### config.mk
export PLATFORM = sky130hd
export DESIGN_NAME = single_cycle_risc_subset_cpu_unit
export DESIGN_NICKNAME = d
export VERILOG_FILES = /design/src/hdl/scrc_pkg.sv /design/src/hdl/scrc_front.sv /design/src/hdl/scrc_regfile.sv /design/src/hdl/scrc_back.sv /design/src/hdl/single_cycle_risc_subset_cpu_unit.sv
export SDC_FILE = /design/constraint.sdc
export NUM_CORES = 2
export LEC_CHECK = 0
export BUFFER_PORTS_ARGS = -buffer_cell sky130_fd_sc_hd__buf_2
export CAP_MARGIN = 0
export CORE_AREA = 4 4 789 791
export CTS_CLUSTER_DIAMETER = 100
export CTS_CLUSTER_SIZE = 12
export DETAILED_ROUTE_END_ITERATION = 16
export DIE_AREA = 0 0 793 795
export GPL_ROUTABILITY_DRIVEN = 0
export SLEW_MARGIN = 40
export SYNTH_ARGS = -nofsm -noshare
export SYNTH_HDL_FRONTEND = slang
export SYNTH_SLANG_ARGS = --single-unit
### constraint.sdc
create_clock -name clk_i -period 22.8 [get_ports clk_i]
set_input_delay 0 -clock clk_i [delete_from_list [all_inputs] [get_ports clk_i]]
set_output_delay 0 -clock clk_i [all_outputs]
set_load 0.02 [all_outputs]
### src/hdl/scrc_pkg.sv
`default_nettype none
// ----------------------------------------------------------------------------
// scrc_pkg: shared types and constants for the single-cycle RISC subset core
// Queue item layout, result word layout, decode codes and reset values.
// ----------------------------------------------------------------------------
package scrc_pkg;

  // Register file geometry
  localparam int unsigned REG_WORDS = 32;
  localparam int unsigned REG_AW    = 5;

  // Special registers
  localparam logic [REG_AW-1:0] SP_INDEX   = 5'd29;
  localparam logic [REG_AW-1:0] LINK_INDEX = 5'd31;
  localparam logic [31:0]       SP_RESET   = 32'd32;

  // Input func codes
  localparam logic [1:0] FUNC_LOAD_INSTR = 2'd0;
  localparam logic [1:0] FUNC_EXEC       = 2'd1;
  localparam logic [1:0] FUNC_READ_REG   = 2'd2;
  localparam logic [1:0] FUNC_READ_DATA  = 2'd3;

  // Opcode that carries R-type instructions
  localparam logic [5:0] OP_RTYPE = 6'd0;

  // Kind of a queued word, set by the front end
  typedef enum logic [1:0] {
    KIND_LOAD_INSTR,
    KIND_EXEC,
    KIND_READ_REG,
    KIND_READ_DATA
  } kind_e;

  typedef struct packed {
    kind_e       kind;
    logic [4:0]  addr;
    logic [31:0] word;
  } q_item_t;

  // Queue head as seen by the back end
  typedef struct packed {
    logic    valid;
    q_item_t item;
  } q_head_t;

  // Result word, fields from the lowest bit up: pc, halted, read_data,
  // wrote_register, written_register, register_value, wrote_memory,
  // memory_index, memory_value, zero pad
  typedef struct packed {
    logic [2:0]  pad;
    logic [31:0] memory_value;
    logic [4:0]  memory_index;
    logic        wrote_memory;
    logic [31:0] register_value;
    logic [4:0]  written_register;
    logic        wrote_register;
    logic [31:0] read_data;
    logic        halted;
    logic [31:0] pc;
  } out_word_t;

  // Value of a register entry that was never written
  function automatic logic [31:0] reg_reset_value(input logic [REG_AW-1:0] idx);
    return (idx == SP_INDEX) ? SP_RESET : 32'd0;
  endfunction

endpackage
`default_nettype wire

### src/hdl/scrc_front.sv
`default_nettype none
// ----------------------------------------------------------------------------
// scrc_front: input side of the core
// Accepts stream words, classifies them by func and holds them in a
// two-entry queue for the back end.
// ----------------------------------------------------------------------------
module scrc_front (
  input  wire logic             clk_i,
  input  wire logic             rst_ni,
  input  wire logic             s_axis_tvalid,
  output logic                  s_axis_tready,
  input  wire logic [39:0]      s_axis_tdata,   // address[4:0], word[36:5], zero pad
  input  wire logic [1:0]       s_axis_tuser,   // func[1:0]
  output scrc_pkg::q_head_t     head_o,
  input  wire logic             pop_i
);
  import scrc_pkg::*;

  q_item_t    entry_q [2];
  logic       wr_ptr_q, rd_ptr_q;
  logic [1:0] count_q;
  logic       push;
  kind_e      kind;
  q_item_t    item;

  // Classify the incoming word
  always_comb begin
    unique case (s_axis_tuser)
      FUNC_LOAD_INSTR: kind = KIND_LOAD_INSTR;
      FUNC_EXEC:       kind = KIND_EXEC;
      FUNC_READ_REG:   kind = KIND_READ_REG;
      FUNC_READ_DATA:  kind = KIND_READ_DATA;
      default:         kind = KIND_EXEC;
    endcase
    item.kind = kind;
    item.addr = s_axis_tdata[4:0];
    item.word = s_axis_tdata[36:5];
  end

  assign s_axis_tready = (count_q != 2'd2);
  assign push          = s_axis_tvalid && s_axis_tready;

  // Queue payload
  always_ff @(posedge clk_i) begin
    if (push) begin
      entry_q[wr_ptr_q] <= item;
    end
  end

  // Queue pointers and fill count
  always_ff @(posedge clk_i or negedge rst_ni) begin
    if (!rst_ni) begin
      wr_ptr_q <= 1'b0;
      rd_ptr_q <= 1'b0;
      count_q  <= 2'd0;
    end else begin
      if (push) wr_ptr_q <= ~wr_ptr_q;
      if (pop_i) rd_ptr_q <= ~rd_ptr_q;
      if (push && !pop_i) begin
        count_q <= count_q + 2'd1;
      end else if (!push && pop_i) begin
        count_q <= count_q - 2'd1;
      end
    end
  end

  assign head_o.valid = (count_q != 2'd0);
  assign head_o.item  = entry_q[rd_ptr_q];

endmodule
`default_nettype wire

### src/hdl/scrc_regfile.sv
`default_nettype none
// ----------------------------------------------------------------------------
// scrc_regfile: 32-entry register file
// One write port, two registered read ports. Per-entry valid bits give the
// reset contents (register 29 holds 32, all others 0) without a sweep.
// ----------------------------------------------------------------------------
module scrc_regfile (
  input  wire logic                        clk_i,
  input  wire logic                        rst_ni,
  input  wire logic                        wr_en_i,
  input  wire logic [scrc_pkg::REG_AW-1:0] wr_addr_i,
  input  wire logic [31:0]                 wr_data_i,
  input  wire logic                        rd_en_i,
  input  wire logic [scrc_pkg::REG_AW-1:0] rd_addr_a_i,
  input  wire logic [scrc_pkg::REG_AW-1:0] rd_addr_b_i,
  output logic [31:0]                      rd_data_a_o,
  output logic [31:0]                      rd_data_b_o
);
  import scrc_pkg::*;

  logic [31:0]          mem_q [REG_WORDS];
  logic [REG_WORDS-1:0] vld_q;
  logic [31:0]          rd_a_q, rd_b_q;

  // Storage
  always_ff @(posedge clk_i) begin
    if (wr_en_i) begin
      mem_q[wr_addr_i] <= wr_data_i;
    end
  end

  // Written marks
  always_ff @(posedge clk_i or negedge rst_ni) begin
    if (!rst_ni) begin
      vld_q <= '0;
    end else if (wr_en_i) begin
      vld_q[wr_addr_i] <= 1'b1;
    end
  end

  // Registered reads
  always_ff @(posedge clk_i) begin
    if (rd_en_i) begin
      rd_a_q <= vld_q[rd_addr_a_i] ? mem_q[rd_addr_a_i] : reg_reset_value(rd_addr_a_i);
      rd_b_q <= vld_q[rd_addr_b_i] ? mem_q[rd_addr_b_i] : reg_reset_value(rd_addr_b_i);
    end
  end

  assign rd_data_a_o = rd_a_q;
  assign rd_data_b_o = rd_b_q;

endmodule
`default_nettype wire

### src/hdl/scrc_back.sv
`default_nettype none
// ----------------------------------------------------------------------------
// scrc_back: execution side of the core
// Issues queued words into an execute stage (fetch, register read), then
// decodes, runs the ALU, accesses data memory, retires and registers the
// result word.
// ----------------------------------------------------------------------------
module scrc_back #(
  parameter int unsigned IMEM_WORDS = 32,
  parameter int unsigned DMEM_WORDS = 32
) (
  input  wire logic                 clk_i,
  input  wire logic                 rst_ni,
  input  wire logic                 cfg_we_i,
  input  wire logic [5:0]           cfg_wdata_i,
  input  wire scrc_pkg::q_head_t    head_i,
  output logic                      pop_o,
  output logic                      out_valid_o,
  input  wire logic                 out_ready_i,
  output scrc_pkg::out_word_t       out_word_o
);
  import scrc_pkg::*;

  localparam int unsigned IAW = $clog2(IMEM_WORDS);
  localparam int unsigned DAW = $clog2(DMEM_WORDS);

  // Architectural state
  logic [31:0]           pc_q;
  logic [5:0]            len_q;
  logic [31:0]           imem_q [IMEM_WORDS];
  logic [IMEM_WORDS-1:0] imem_vld_q;
  logic [31:0]           dmem_q [DMEM_WORDS];
  logic [DMEM_WORDS-1:0] dmem_vld_q;

  // Execute stage
  logic        s2_valid_q;
  kind_e       s2_kind_q;
  logic [4:0]  s2_addr_q;
  logic [31:0] s2_ins_q;
  logic        s2_active_q;

  // Output register
  logic        out_valid_q;
  out_word_t   out_q;

  logic        s2_adv, s2_free, hazard, issue;
  logic [31:0] fetch_ins;
  logic [REG_AW-1:0] rf_ra, rf_rb;
  logic [31:0] rs_data, rt_data;
  logic        rf_we;
  logic [REG_AW-1:0] rf_waddr;
  logic [31:0] rf_wdata;
  logic [IAW-1:0] fetch_idx;

  // Configuration
  always_ff @(posedge clk_i or negedge rst_ni) begin
    if (!rst_ni) begin
      len_q <= 6'd0;
    end else if (cfg_we_i) begin
      len_q <= cfg_wdata_i;
    end
  end

  // Issue control: pc and registers settle only when an execute retires
  always_comb begin
    s2_adv  = s2_valid_q && (!out_valid_q || out_ready_i);
    s2_free = !s2_valid_q || s2_adv;
    hazard  = s2_valid_q && (s2_kind_q == KIND_EXEC) &&
              ((head_i.item.kind == KIND_EXEC) || (head_i.item.kind == KIND_READ_REG));
    issue   = head_i.valid && s2_free && !hazard;
  end
  assign pop_o = issue;

  // Instruction fetch at the current pc
  assign fetch_idx = pc_q[IAW-1:0];
  assign fetch_ins = imem_vld_q[fetch_idx] ? imem_q[fetch_idx] : 32'd0;

  // Register read addresses
  assign rf_ra = (head_i.item.kind == KIND_READ_REG) ? head_i.item.addr : fetch_ins[25:21];
  assign rf_rb = fetch_ins[20:16];

  scrc_regfile u_regfile (
    .clk_i       (clk_i),
    .rst_ni      (rst_ni),
    .wr_en_i     (rf_we),
    .wr_addr_i   (rf_waddr),
    .wr_data_i   (rf_wdata),
    .rd_en_i     (issue),
    .rd_addr_a_i (rf_ra),
    .rd_addr_b_i (rf_rb),
    .rd_data_a_o (rs_data),
    .rd_data_b_o (rt_data)
  );

  // Instruction store, written at issue
  always_ff @(posedge clk_i) begin
    if (issue && (head_i.item.kind == KIND_LOAD_INSTR)) begin
      imem_q[head_i.item.addr[IAW-1:0]] <= head_i.item.word;
    end
  end

  always_ff @(posedge clk_i or negedge rst_ni) begin
    if (!rst_ni) begin
      imem_vld_q <= '0;
    end else if (issue && (head_i.item.kind == KIND_LOAD_INSTR)) begin
      imem_vld_q[head_i.item.addr[IAW-1:0]] <= 1'b1;
    end
  end

  // Execute stage control
  always_ff @(posedge clk_i or negedge rst_ni) begin
    if (!rst_ni) begin
      s2_valid_q <= 1'b0;
    end else if (issue) begin
      s2_valid_q <= 1'b1;
    end else if (s2_adv) begin
      s2_valid_q <= 1'b0;
    end
  end

  // Execute stage payload
  always_ff @(posedge clk_i) begin
    if (issue) begin
      s2_kind_q   <= head_i.item.kind;
      s2_addr_q   <= head_i.item.addr;
      s2_ins_q    <= fetch_ins;
      s2_active_q <= (head_i.item.kind == KIND_EXEC) && (pc_q < 32'(len_q));
    end
  end

  // Decode
  logic [5:0]  op;
  logic        o0, o1, o2, o3, o5, f0, f1, f2, f3, f5;
  logic        alusrc, memwrite, memread, jump, link, branch, regdst, regwrite;
  logic        aluop0, aluop1, c0, c1, c2, ret;
  logic [31:0] sx;
  logic        exec_en;

  always_comb begin
    op = s2_ins_q[31:26];
    o0 = op[0];
    o1 = op[1];
    o2 = op[2];
    o3 = op[3];
    o5 = op[5];
    f0 = s2_ins_q[0];
    f1 = s2_ins_q[1];
    f2 = s2_ins_q[2];
    f3 = s2_ins_q[3];
    f5 = s2_ins_q[5];
    sx = {{16{s2_ins_q[15]}}, s2_ins_q[15:0]};
    alusrc   = o5 | o3;
    memwrite = o5 & o3;
    memread  = o5 & ~o3;
    jump     = o1 & ~o5;
    link     = o0 & o1 & ~o5;
    branch   = o2;
    regdst   = ~(o5 ^ o3);
    regwrite = ~(o2 | (o1 & ~o5) | (o5 & o3)) | link;
    aluop0   = o2;
    aluop1   = ~(o3 | o2 | o5);
    c1       = ~(aluop1 & f2);
    c2       = aluop0 | (aluop1 & f1);
    c0       = aluop1 & (f0 | (f3 & f5));
    ret      = (op == OP_RTYPE) & f3 & ~f5;
    exec_en  = (s2_kind_q == KIND_EXEC) && s2_active_q;
  end

  // ALU
  logic [31:0] in2, bb, sum, res_pre, res;
  logic        zero;

  always_comb begin
    in2 = alusrc ? sx : rt_data;
    bb  = c2 ? ~in2 : in2;
    sum = rs_data + bb + {31'd0, c2};
    if (c1 && c0) begin
      res_pre = 32'd0;
    end else if (c1) begin
      res_pre = sum;
    end else if (c0) begin
      res_pre = rs_data | bb;
    end else begin
      res_pre = rs_data & bb;
    end
    zero = (res_pre == 32'd0);
    res  = (c1 && c0) ? {31'd0, sum[31]} : res_pre;
  end

  // Data memory access
  logic [DAW-1:0] dmem_idx;
  logic [31:0]    dmem_rd;
  logic           dmem_we;

  assign dmem_idx = (s2_kind_q == KIND_READ_DATA) ? s2_addr_q[DAW-1:0] : res[DAW-1:0];
  assign dmem_rd  = dmem_vld_q[dmem_idx] ? dmem_q[dmem_idx] : 32'd0;
  assign dmem_we  = s2_adv && exec_en && memwrite;

  always_ff @(posedge clk_i) begin
    if (dmem_we) begin
      dmem_q[dmem_idx] <= rt_data;
    end
  end

  always_ff @(posedge clk_i or negedge rst_ni) begin
    if (!rst_ni) begin
      dmem_vld_q <= '0;
    end else if (dmem_we) begin
      dmem_vld_q[dmem_idx] <= 1'b1;
    end
  end

  // Write back and next pc
  logic [31:0] npc, newpc, pc_out;
  logic        reg_wr;

  always_comb begin
    npc      = pc_q + 32'd1;
    rf_wdata = link ? npc : (memread ? dmem_rd : res);
    rf_waddr = link ? LINK_INDEX : (regdst ? s2_ins_q[15:11] : s2_ins_q[20:16]);
    reg_wr   = exec_en && regwrite && !ret;
    rf_we    = s2_adv && reg_wr;
    newpc    = npc;
    if (branch && zero) newpc = npc + sx;
    if (jump) newpc = {newpc[31:26], s2_ins_q[25:0]};
    if (ret && !jump) newpc = res;
    pc_out   = exec_en ? newpc : pc_q;
  end

  always_ff @(posedge clk_i or negedge rst_ni) begin
    if (!rst_ni) begin
      pc_q <= 32'd0;
    end else if (s2_adv && exec_en) begin
      pc_q <= newpc;
    end
  end

  // Result word
  out_word_t res_word;

  always_comb begin
    res_word.pad              = '0;
    res_word.pc               = pc_out;
    res_word.halted           = !(pc_out < 32'(len_q));
    case (s2_kind_q)
      KIND_READ_REG:  res_word.read_data = rs_data;
      KIND_READ_DATA: res_word.read_data = dmem_rd;
      default:        res_word.read_data = 32'd0;
    endcase
    res_word.wrote_register   = reg_wr;
    res_word.written_register = reg_wr ? rf_waddr : 5'd0;
    res_word.register_value   = reg_wr ? rf_wdata : 32'd0;
    res_word.wrote_memory     = exec_en && memwrite;
    res_word.memory_index     = (exec_en && memwrite) ? 5'(dmem_idx) : 5'd0;
    res_word.memory_value     = (exec_en && memwrite) ? rt_data : 32'd0;
  end

  // Output register
  always_ff @(posedge clk_i or negedge rst_ni) begin
    if (!rst_ni) begin
      out_valid_q <= 1'b0;
    end else if (s2_adv) begin
      out_valid_q <= 1'b1;
    end else if (out_ready_i) begin
      out_valid_q <= 1'b0;
    end
  end

  always_ff @(posedge clk_i) begin
    if (s2_adv) begin
      out_q <= res_word;
    end
  end

  assign out_valid_o = out_valid_q;
  assign out_word_o  = out_q;

endmodule
`default_nettype wire

### src/hdl/single_cycle_risc_subset_cpu_unit.sv
`default_nettype none
// Path: an accepted word passes the front queue, the execute stage and the output register.
// Throughput: one word per cycle while the output is taken; an execute or register read that
// directly follows an execute waits until that execute retires, since pc and register file update at retire.
// Reset: asynchronous, active low; pc, program_length and all three stores read as
// their reset contents at once through per-entry written marks, no clearing pass.
// ----------------------------------------------------------------------------
// single_cycle_risc_subset_cpu_unit: MIPS-like subset core, stream wrapper
// Front queue classifies words, back end executes and returns one result each.
// ----------------------------------------------------------------------------
module single_cycle_risc_subset_cpu_unit #(
  parameter int unsigned IMEM_WORDS = 32,
  parameter int unsigned DMEM_WORDS = 32
) (
  input  wire logic         clk_i,
  input  wire logic         rst_ni,
  input  wire logic         cfg_we_i,
  input  wire logic [5:0]   cfg_wdata_i,    // program_length
  input  wire logic         s_axis_tvalid,
  output logic              s_axis_tready,
  input  wire logic [39:0]  s_axis_tdata,   // address[4:0], word[36:5], zero pad
  input  wire logic [1:0]   s_axis_tuser,   // func[1:0]
  output logic              m_axis_tvalid,
  input  wire logic         m_axis_tready,
  output logic [143:0]      m_axis_tdata    // pc[31:0], halted[32], read_data[64:33],
                                            // wrote_register[65], written_register[70:66],
                                            // register_value[102:71], wrote_memory[103],
                                            // memory_index[108:104], memory_value[140:109],
                                            // zero pad
);
  import scrc_pkg::*;

  q_head_t   head;
  logic      pop;
  out_word_t out_word;

  scrc_front u_front (
    .clk_i         (clk_i),
    .rst_ni        (rst_ni),
    .s_axis_tvalid (s_axis_tvalid),
    .s_axis_tready (s_axis_tready),
    .s_axis_tdata  (s_axis_tdata),
    .s_axis_tuser  (s_axis_tuser),
    .head_o        (head),
    .pop_i         (pop)
  );

  scrc_back #(
    .IMEM_WORDS (IMEM_WORDS),
    .DMEM_WORDS (DMEM_WORDS)
  ) u_back (
    .clk_i       (clk_i),
    .rst_ni      (rst_ni),
    .cfg_we_i    (cfg_we_i),
    .cfg_wdata_i (cfg_wdata_i),
    .head_i      (head),
    .pop_o       (pop),
    .out_valid_o (m_axis_tvalid),
    .out_ready_i (m_axis_tready),
    .out_word_o  (out_word)
  );

  assign m_axis_tdata = out_word;

endmodule
`default_nettype wire
==> run_summary.xml <==
<?xml version="1.0" encoding="UTF-8"?>
<metrics>
  <group name="outcome">
    <metric name="run_status" unit="">completed</metric>
  </group>
  <group name="synthesis">
    <metric name="synthesis.yosys.warnings" unit="">0</metric>
    <metric name="synth-main-ff-cell" unit="">edfxtp_1</metric>
    <metric name="post_synth_instance_area" unit="um2">153600</metric>
    <metric name="number_of_flops_mapped_to_enable_cells_by_yosys" unit="">3395</metric>
    <metric name="synth_async_sr_flop_share" unit="%">3.960</metric>
    <metric name="seq_total_area_yosys" unit="%">68.67</metric>
    <metric name="ys_ff_latch" unit="">3535</metric>
    <metric name="netlist_instances" unit="">10860</metric>
    <metric name="synth_cell_types" unit="">95</metric>
    <metric name="post_synth.cell_area_avg" unit="um2">14.15</metric>
  </group>
  <group name="worst_setup_path">
    <metric name="criticalPathCategory" unit="">reg2reg</metric>
    <metric name="worstRegToRegCells" unit="">29</metric>
    <metric name="crit_path_top_delay_cell" unit="">buf_6</metric>
    <metric name="cp.required" unit="ps">23460</metric>
    <metric name="r2r_end" unit="">u_back.out_word_o[78]$_SDFFCE_PN0P_</metric>
    <metric name="timing.critical_path.mode_cell" unit="">buf_4</metric>
    <metric name="arr_time_crit_path" unit="ps">10900</metric>
    <metric name="r2r_slack" unit="ps">12560</metric>
    <metric name="setup.worst_path.end_class" unit="">flip-flop</metric>
    <metric name="reg2reg_from" unit="">u_back.s2_ins_q[31]$_SDFFCE_PN0P_</metric>
    <metric name="critical_path_peak_fanout" unit="">138</metric>
    <metric name="critPathMaxStageDelay" unit="ps">660</metric>
    <metric name="cp-start-kind" unit="">flip-flop</metric>
  </group>
  <group name="cells_and_area">
    <metric name="post_route_cells_drive_above_1_share" unit="%">14.98</metric>
    <metric name="num-fill-cells" unit="">61260</metric>
    <metric name="area.sequential" unit="um2">105500</metric>
    <metric name="area.growth.synth_to_final" unit="%">15.39</metric>
    <metric name="finalInstanceArea" unit="um2">177200</metric>
    <metric name="num-nets-final" unit="">11260</metric>
    <metric name="multi_input_area" unit="um2">46340</metric>
    <metric name="post_layout_nonfiller_instances" unit="">19360</metric>
  </group>
  <group name="placed_design">
    <metric name="dp_hpwl" unit="mm">298.9</metric>
    <metric name="placedInstanceArea" unit="um2">166400</metric>
    <metric name="place.detailed.instances" unit="">18760</metric>
    <metric name="io_buffer_count" unit="">192</metric>
  </group>
  <group name="clocking">
    <metric name="clk_pin_slew" unit="ps">60</metric>
    <metric name="cts_num_sinks" unit="">3535</metric>
    <metric name="cts-buffers-inserted" unit="">335</metric>
    <metric name="ctsHtreeMaxLevel" unit="">5</metric>
    <metric name="postCtsResizedCells" unit="">0</metric>
    <metric name="clk-insertion-delay-late" unit="ps">1010</metric>
    <metric name="cts_max_path_buffers" unit="">4</metric>
    <metric name="cts_tree" unit="">done</metric>
    <metric name="number_of_setup_buffers_added_after_cts" unit="">0</metric>
    <metric name="root_buffer" unit="">clkbuf_16</metric>
  </group>
  <group name="global_routing">
    <metric name="grt_first_pass_wirelength" unit="mm">729.7</metric>
    <metric name="pin_count_of_the_biggest_net_entering_global_routing" unit="">169</metric>
    <metric name="antenna_found_initial" unit="">45</metric>
    <metric name="grt_util_all_layers" unit="%">15.88</metric>
    <metric name="grt_total_ovfl" unit="">0</metric>
    <metric name="grt_pass1_vias" unit="">95740</metric>
  </group>
  <group name="die">
    <metric name="design.portCount" unit="">199</metric>
    <metric name="fp.dieArea" unit="um2">630400</metric>
    <metric name="die_y" unit="um">795</metric>
    <metric name="core_area" unit="um2">614800</metric>
    <metric name="num_rows" unit="">288</metric>
    <metric name="floorplan.die.width" unit="um">793</metric>
    <metric name="start_util" unit="%">24.98</metric>
  </group>
  <group name="timing">
    <metric name="final_clock_skew" unit="ps">104.2</metric>
    <metric name="setup_viol" unit="">0</metric>
    <metric name="grt_setup_unrepaired" unit="">no</metric>
    <metric name="tightest_slew" unit="ps">982.1</metric>
    <metric name="worst_slew_margin_rel" unit="%">34.13</metric>
    <metric name="finalHoldViolCount" unit="">0</metric>
    <metric name="final_period_minus_worst_setup_slack" unit="ps">10240</metric>
    <metric name="slew_violations" unit="">0</metric>
    <metric name="aggregate_negative_setup_slack" unit="ps">0</metric>
    <metric name="final.period_utilization" unit="%">44.91</metric>
    <metric name="max_freq" unit="MHz">97.66</metric>
  </group>
  <group name="drt">
    <metric name="routed_wl" unit="mm">524.3</metric>
    <metric name="route.vias.total" unit="">101300</metric>
    <metric name="routed_wire_length_per_instance" unit="um">27.09</metric>
    <metric name="drc_viols" unit="">0</metric>
    <metric name="dr.pass1.iters" unit="">8</metric>
    <metric name="ant_nets" unit="">0</metric>
    <metric name="drt-vias-per-instance" unit="">5.232</metric>
    <metric name="first_iter_violations" unit="">14490</metric>
  </group>
  <group name="min_path">
    <metric name="timing.hold.worst_path_depth" unit="">3</metric>
    <metric name="whs_endpoint" unit="">u_front.entry_q[1][36]$_DFFE_PP_</metric>
    <metric name="holdCritPathClass" unit="">in2reg</metric>
    <metric name="holdCritStartpoint" unit="">s_axis_tdata[4]</metric>
  </group>
  <group name="flow_run">
    <metric name="maxCapViolCount" unit="">0</metric>
  </group>
</metrics>
-- through the flow --
stage	utilization, %	hold WS [ps]	setup WS [ps]
final	28.82	258.0	12560
after global routing	28.82	237.5	12120
after CTS	28.78	168.4	12600
after detailed placement	27.07	8.165	12770
after global placement	26.97	9.414	12220
after floorplan	-	-295.6	13080
-- cell usage after synthesis (21+ instances only) --
cell type / number / share of area, %
edfxtp_1: 3395 / 66
a21o_1: 44 / 0.22
mux4_2: 378 / 5.5
buf_1: 114 / 0.28
a31oi_1: 157 / 0.64
dfrtp_1: 140 / 2.3
inv_1: 117 / 0.29
nand2_1: 1821 / 4.5
and4_1: 30 / 0.17
xor2_1: 60 / 0.34
a311oi_1: 188 / 1.1
a211oi_1: 227 / 1.1
a22oi_1: 29 / 0.14
nand2b_1: 21 / 0.086
o22ai_1: 98 / 0.40
nand3_1: 376 / 1.2
mux2i_1: 532 / 3.5
o211ai_1: 31 / 0.15
mux2_2: 56 / 0.41
clkbuf_1: 610 / 1.5
a32oi_1: 127 / 0.72
o21a_1: 25 / 0.12
and3_1: 24 / 0.098
nor3_1: 80 / 0.26
a221oi_1: 29 / 0.17
o221ai_1: 121 / 0.69
buf_2: 21 / 0.068
a21oi_1: 418 / 1.4
xnor2_1: 47 / 0.27
or2_2: 103 / 0.42
and2_1: 268 / 1.1
o21ai_0: 338 / 1.1
nand4_1: 33 / 0.13
ha_1: 113 / 0.92
nor4_1: 74 / 0.30
nor2_1: 419 / 1.0
-- cell families after synthesis --
family | after synthesis | synth area share [%]
mux | 969 | 9.449
simple gates | 3315 | 9.604
xor+xnor | 107 | 0.6102
other cells | 1 | 0.002442
compound gates | 1944 | 8.553
flops | 3535 | 68.67
fa+ha+maj | 115 | 0.9468
buf+inv | 870 | 2.168
-- worst max-delay path: cells and delay by family, from the launching register on --
kind	cells	cell delay, ps
buf+inv	9	3590
xor+xnor	1	220
fa+ha+maj	2	670
compound gates	4	870
flops	1	550
simple gates	13	3650
-- registers in the layout, indices dropped and copies added, names as in the netlist, 78 cells and up --
| name | flops |
|---|---|
| u_back.out_word_o | 141 |
| u_front.entry_q | 78 |
| u_back.u_regfile.mem_q | 1024 |
| u_back.dmem_q | 1024 |
| u_back.imem_q | 1024 |
-- what timing repair did --
action | in CTS | in global routing
endpoints found under the hold margin | 323 | 0
hold buffers | 110 | 0
endpoints found under the setup margin | 0 | 0
-- cell usage in the layout (no fill, tap or decap), types with 112 or more instances in the layout --
cell          n
inv_1       113
o221ai_1    121
o21ai_0     317
a21oi_1     411
a32oi_1     127
a311oi_1    188
dfrtp_1     134
buf_2       193
a211oi_1    221
nor2_1      310
mux4_2      378
clkbuf_16   344
mux2i_1     515
buf_4       272
a31oi_1     157
nand3_1     372
ha_1        112
and2_1      267
nand2_1    1815
edfxtp_1   3395
-- metal layers --
layer | global-route usage, % | vias up | wire length (um)
met2 | 24.57 | 6193 | 235400
met1 | 21.69 | 51680 | 207500
met3 | 3.359 | 1158 | 57370
met4 | 6.377 | 10 | 23960
met5 | 0 | - | 76
li1 | - | 42240 | -
-- how the worst max path moves through the flow --
stage                                            startpoint                                      end  slack [ps]  cells after the start
after floorplan                u_front.rd_ptr_q$_DFFE_PN0P_           u_back.imem_q[28][0]$_DFFE_PP_       13080                     10
after global placement    u_back.s2_ins_q[31]$_SDFFCE_PN0P_  u_back.u_regfile.mem_q[11][2]$_DFFE_PP_       12220                     27
after detailed placement  u_back.s2_ins_q[31]$_SDFFCE_PN0P_     u_back.out_word_o[100]$_SDFFCE_PN0P_       12770                     29
after CTS                 u_back.s2_ins_q[31]$_SDFFCE_PN0P_      u_back.out_word_o[78]$_SDFFCE_PN0P_       12600                     29
after global routing      u_back.s2_ins_q[31]$_SDFFCE_PN0P_      u_back.out_word_o[91]$_SDFFCE_PN0P_       12120                     29
final                     u_back.s2_ins_q[31]$_SDFFCE_PN0P_      u_back.out_word_o[78]$_SDFFCE_PN0P_       12560                     29
-- final cells by class --
cell class | count | area share [%]
clock inverter | 22 | 0.2140
multi-input combinational | 6453 | 26.15
inverter | 118 | 0.2641
tap | 8120 | 5.734
sequential | 3535 | 59.52
clock buffer | 443 | 5.073
timing repair buffer | 647 | 3.010
antenna | 21 | 0.02966
Power is left out: the tool's default activity adds up to more than one toggle a clock period on the data nets, which glitch-free logic cannot reach.
